$ cat src/hdl/generational_handle_table_assert.svh
// Assertion macros for the generational handle table.
// Used by the top level only.
`ifndef GENERATIONAL_HANDLE_TABLE_ASSERT_SVH
`define GENERATIONAL_HANDLE_TABLE_ASSERT_SVH
// Implication checked on every clock edge outside reset.
`define GHT_ASSERT_IMP(label, clk, rst_n, ante, cons, msg) \
  label: assert property (@(posedge clk) disable iff (!rst_n) (ante) |-> (cons)) \
    else $error(msg);
// Next-cycle implication.
`define GHT_ASSERT_NEXT(label, clk, rst_n, ante, cons, msg) \
  label: assert property (@(posedge clk) disable iff (!rst_n) (ante) |=> (cons)) \
    else $error(msg);
`endif

$ cat src/hdl/ght_pkg.sv
// Package for the generational handle table: sizes, codes, payload structs.
// No dependencies.
package ght_pkg;
  localparam int Slots = 256;
  localparam int IdxW = $clog2(Slots);
  localparam int CntW = $clog2(Slots + 1);

  localparam logic [2:0] OP_ADD = 3'd0;
  localparam logic [2:0] OP_REMOVE = 3'd1;
  localparam logic [2:0] OP_LOOKUP = 3'd2;
  localparam logic [2:0] OP_LOOKUP_OWN = 3'd3;
  localparam logic [2:0] OP_FIND = 3'd4;

  localparam logic [1:0] ST_OK = 2'd0;
  localparam logic [1:0] ST_FULL = 2'd1;
  localparam logic [1:0] ST_BAD = 2'd2;
  localparam logic [1:0] ST_NOT_FOUND = 2'd3;

  typedef struct packed {
    logic [2:0] opcode;
    logic [15:0] object_id;
    logic [13:0] owner_id;
    logic [29:0] handle;
  } ght_in_t;

  typedef struct packed {
    logic [1:0] status;
    logic [29:0] handle_out;
    logic [15:0] object_out;
    logic [15:0] live_entries;
  } ght_out_t;

  typedef enum logic [2:0] {
    S_IDLE, S_READ, S_EXEC, S_SCAN, S_HWM, S_DONE
  } ght_state_t;

  typedef struct packed {
    logic load;
    logic read;
    logic exec;
    logic scan;
    logic hwm;
    logic out_load;
  } ght_cmd_t;

  typedef struct packed {
    logic need_scan;
    logic scan_done;
    logic need_hwm;
    logic hwm_done;
  } ght_stat_t;
endpackage

$ cat src/hdl/ght_ctrl.sv
// Controller state machine sequencing one transaction at a time.
// Depends on ght_pkg.
module ght_ctrl (
  input  logic clk,
  input  logic rst_n,
  input  logic in_valid,
  output logic in_stall,
  output logic out_valid,
  input  logic out_stall,
  input  ght_pkg::ght_stat_t stat,
  output ght_pkg::ght_cmd_t cmd
);
  import ght_pkg::*;

  ght_state_t state_r, state_nxt;
  logic ov_r, ov_nxt;

  always_comb begin
    state_nxt = state_r;
    unique case (state_r)
      S_IDLE: if (in_valid) state_nxt = S_READ;
      S_READ: state_nxt = S_EXEC;
      S_EXEC: state_nxt = stat.need_scan ? S_SCAN : S_HWM;
      S_SCAN: if (stat.scan_done) state_nxt = S_DONE;
      S_HWM: state_nxt = S_DONE;
      S_DONE: if (!ov_r || !out_stall) state_nxt = S_IDLE;
      default: state_nxt = S_IDLE;
    endcase
  end

  always_comb begin
    cmd = '0;
    in_stall = (state_r != S_IDLE);
    unique case (state_r)
      S_IDLE: cmd.load = in_valid;
      S_READ: cmd.read = 1'b1;
      S_EXEC: cmd.exec = 1'b1;
      S_SCAN: cmd.scan = 1'b1;
      S_HWM: cmd.hwm = stat.need_hwm;
      S_DONE: cmd.out_load = !ov_r || !out_stall;
      default: cmd = '0;
    endcase
    ov_nxt = cmd.out_load ? 1'b1 : (ov_r && out_stall);
  end

  always_ff @(posedge clk) begin
    if (!rst_n) begin
      state_r <= S_IDLE;
      ov_r <= 1'b0;
    end else begin
      state_r <= state_nxt;
      ov_r <= ov_nxt;
    end
  end

  assign out_valid = ov_r;
endmodule

$ cat config.mk
export PLATFORM = sky130hd
export DESIGN_NAME = ght_ctrl
export DESIGN_NICKNAME = d
export VERILOG_FILES = /design/src/hdl/generational_handle_table_assert.svh /design/src/hdl/ght_pkg.sv /design/src/hdl/ght_ctrl.sv
export SDC_FILE = /design/constraint.sdc
export NUM_CORES = 1
export LEC_CHECK = 0
export ABC_CLOCK_PERIOD_IN_PS = 3200
export BUFFER_PORTS_ARGS = -buffer_cell sky130_fd_sc_hd__clkbuf_2
export CAP_MARGIN = 20
export CORE_AREA = 2 2 39 41
export CTS_BUF_LIST = sky130_fd_sc_hd__clkbuf_8
export DETAILED_ROUTE_END_ITERATION = 10
export DIE_AREA = 0 0 41 43
export PLACE_DENSITY = 0.5
export SLEW_MARGIN = 20
export SYNTH_ARGS = -nofsm -noshare
export SYNTH_HDL_FRONTEND = slang
export SYNTH_SLANG_ARGS = --single-unit
$ cat constraint.sdc
create_clock -name clk -period 3.2 [get_ports clk]
set_clock_uncertainty 0.2 [all_clocks]
set_input_delay 0.16 -clock clk [delete_from_list [all_inputs] [get_ports clk]]
set_output_delay 0.16 -clock clk [all_outputs]
set_load 0.005 [all_outputs]
## Word level (Yosys, flattened, before mapping)

Index checks and enable logic that the tools add are counted.

| operators by class | value |
|---|---|
| muxes and demuxes | 12 |
| equality and inequality tests | 8 |
| reductions and logical operators | 7 |

Operator list:

| kind | number |
|---|---|
| $pmux 3 s6 | 1 |
| $mux 3 | 4 |
| $mux 1 | 7 |
| $eq 3x2->1 const B | 2 |
| $eq 3x3->1 const B | 2 |
| $ne 2x2->1 const B | 3 |
| $eq 3x1->1 const B | 1 |
| $logic_not 3->1 | 1 |
| $reduce_and 3->1 | 1 |
| $reduce_bool 3->1 | 1 |
| $logic_not 1->1 | 2 |
| $logic_and 1x1->1 | 1 |
| $logic_or 1x1->1 | 1 |

| storage, ports and cells | value |
|---|---|
| input bits | 8 |
| register bits | 4 |

## Depth between registers and ports, before layout

| logic depth | value |
|---|---|
| depth in word-level cells | 4 |
| gate-level depth with buffers | 4 |
| gate-level depth less buffers | 3 |

## Worst setup path after synthesis

OpenSTA, ideal clock, no wires.

| path | value |
|---|---|
| path kind | reg-to-output |
| from | register state_r[1] |
| to | output cmd[0] (netlist bit) |
| stages on the path, launching flop included | 5 |
| required time | 2.840 ns |
| arrival time | 0.910 ns |
| slack | 1.930 ns |
| path through | dfxtp_1 buf_6 nand2b_4 or2_4 a21oi_1 |

RTL lines:

| what | line | RTL |
|---|---|---|
| from (decl) | ght_ctrl.sv:15 | `ght_state_t state_r, state_nxt;` |
| from (signal assigned) | ght_ctrl.sv:51 | `state_r <= state_nxt;` |
| to (decl) | ght_ctrl.sv:11 | `output ght_pkg::ght_cmd_t cmd` |

==> reports/results.txt <==
CTS H-tree depth: 1
Boundary Pins: 16
DRT Pass-1 Iters: 4
WL/cell: 9.73 um
Crit-path cells: nand2b_4 -> or2_4 -> a21oi_1 -> clkbuf_2
CP Launch Type: register
Vias in the first global route: 234
Pwr Total: 204 uW
Buffers and inverters on the worst path: 1
Die outline width: 41 um
# setup viols final: 0
Postcts setup bufs: 0
Post-route ant nets: 0
Fin util: 27.8%
Top cell family by delay on the critical path: flip-flops
Die Span Y: 43 um
Setup TNS: 0 ns
First-pass GRT wire length: 959 um
Root Driver: clkbuf_8
Netlist cell types: 20
Nets: 58
Crit end category: output port
# placed instances: 60
Avg Inst Size Synth: 8.23 um^2
Min Tclk post-route: 1.62 ns
Combinational power share: 18.2%
Slowest stage delay, CP: 0.49 ns
Vias: 278
DRC viols: 0
CTS tree: yes
All-Layer GR Usage: 8.32%
Highest clock rate: 617 MHz
Relative max-transition margin: 79.1%
Cts hold-fix bufs: 1
RSZ-0062 raised after global routing: false
Slowest CP cell: dfxtp_1
Worst-path fanout max: 8
Clock sink count: 4
CP Data Arrival Time: 1.26 ns
Drt first-iter violations: 3
Setup WS post-layout: 1.58 ns
PD cells: 530 mW/mm^2
Switching power: 49.7 uW
Worst vdd ir: 0.166 mV
Share of layout cells above drive strength 1: 43.8%
Full die area: 0.00176 mm^2
Least-Margin Pin Slew: 0.313 ns
Area Overhead vs Synth: 51.0%
Setup CP Type: reg -> out
CTS Buffer Depth: 2
Ant. Diodes: 0
Antenna violations before repair: 0
Clk Latency, worst-skew pair: 0.21 ns
Fillers: 149
Hold WC Path Type: in -> reg
Power share of the sequential group: 30.1%
Critical Path RT: 2.84 ns
Cts repair resizes: 0
Placer Congestion: 0.730
Hold Vio Cnt, Final: 0
Clock Power Share: 51.7%
Instance area at placement: 334 um^2
Synth Instances: 31
Most frequent cells in the layout: 14 x clkbuf_2, 4 x dfxtp_1, 3 x nor2_1, 3 x nand2_1, 3 x clkbuf_8
TritonCTS buffer count: 3
Place WS: 1.79 ns
Power Internal: 155 uW
Most common cell after layout, fill and taps aside: clkbuf_2
Synthesized area: 255 um^2
Pins Over Slew Limit: 0
Status: finished, final reports clean
Worst hold slack: 0.0323 ns
Reg clk slew, reported paths: 0.03 ns
Post-synthesis sequential area ratio: 31.4%
Post-synthesis register bit count: 4
Grt ovf: 0
Core area: 0.00138 mm^2
Net Sw Frac: 24.3%
Tcrit/Tclk final: 50.7%
Lkg Pwr: 0.179 nW
Largest net degree at the start of global routing: 10
Max-Cap Viols: 0
Initial Utilization: 18.4%
Number of vias per cell: 4.34
PortBufs: 14
Final cell area excluding filler cells: 385 um^2
Dpl hpwl: 458 um
Total number of yosys warnings: 0
Net Count, Synth: 39
Routed wire length: 623 um
Row cnt: 14
Fin cells: 64
==> final timing paths <==
| kind | from | to | slack (ns) | cells after the start |
|---|---|---|---|---|
| hold reg to reg | out_valid$_SDFF_PN0_ | out_valid$_SDFF_PN0_ | 0.34 | 2 |
| hold / removal | in_valid | state_r[0]$_SDFFE_PN0P_ | 0.03 | 3 |
| setup reg to reg | state_r[1]$_SDFFE_PN0P_ | state_r[2]$_SDFFE_PN0P_ | 1.97 | 3 |
| setup / recovery | state_r[2]$_SDFFE_PN0P_ | cmd[0] | 1.58 | 4 |
==> power groups by stage <==
stage          Clock, mW  Sequential [mW]  Combinational, mW
3_5_place_dp           0           0.0627             0.0365
4_1_cts            0.109           0.0616             0.0377
6_report           0.106           0.0615             0.0372
5_1_grt            0.114           0.0628             0.0421
3_3_place_gp           0           0.0625             0.0364
2_1_floorplan          0           0.0587             0.0263
==> synthesized netlist by cell type <==
cell type  n  share of area [%]
or2_4      1                3.4
nand2b_4   1                5.4
a21boi_2   1                4.4
o21ai_0    1                2.0
nor2b_1    1                2.5
a31oi_1    1                2.5
a221oi_1   1                3.4
a21boi_0   1                2.9
nor3_1     2                3.9
dfxtp_1    4                 31
nor3b_1    2                5.9
nor2_1     3                4.4
nand2_1    3                4.4
inv_2      1                1.5
a211oi_1   1                2.9
a21o_1     1                2.9
nand2b_1   2                4.9
buf_6      1                4.4
a21oi_1    2                3.9
o21a_1     1                2.9
==> registers in the layout, indices dropped and copies added, names as in the netlist <==
register	count
state_r	3
out_valid	1
==> final cells by class <==
class | instances | area (um^2) | share of cell area (%)
sequential | 4 | 80.1 | 20.8
tap | 16 | 20.0 | 5.19
multi-input combinational | 25 | 160 | 41.6
timing repair buffer | 15 | 80.1 | 20.8
clock buffer | 3 | 41.3 | 10.7
inverter | 1 | 3.75 | 0.974
==> cells by family after synthesis <==
| family | Yosys count | share of synthesized area, % |
|---|---|---|
| and+or+nand+nor | 15 | 34.8 |
| DFF | 4 | 31.4 |
| AOI/OAI and AO/OA | 10 | 27.9 |
| buffers and inverters | 2 | 5.88 |
==> per-layer routing <==
layer / wire, um / track usage (%)
met1: 336 / 12.1
met2: 239 / 9.38
met3: 48 / 4.71
met4: 0 / 4.00
met5: 0 / 0
==> tightest hold or removal path, stage by stage <==
cell      delay [ns]
clkbuf_2        0.08
nand2_1         0.08
a221oi_1        0.08
Note: power is estimated with default switching activity, not from simulation.
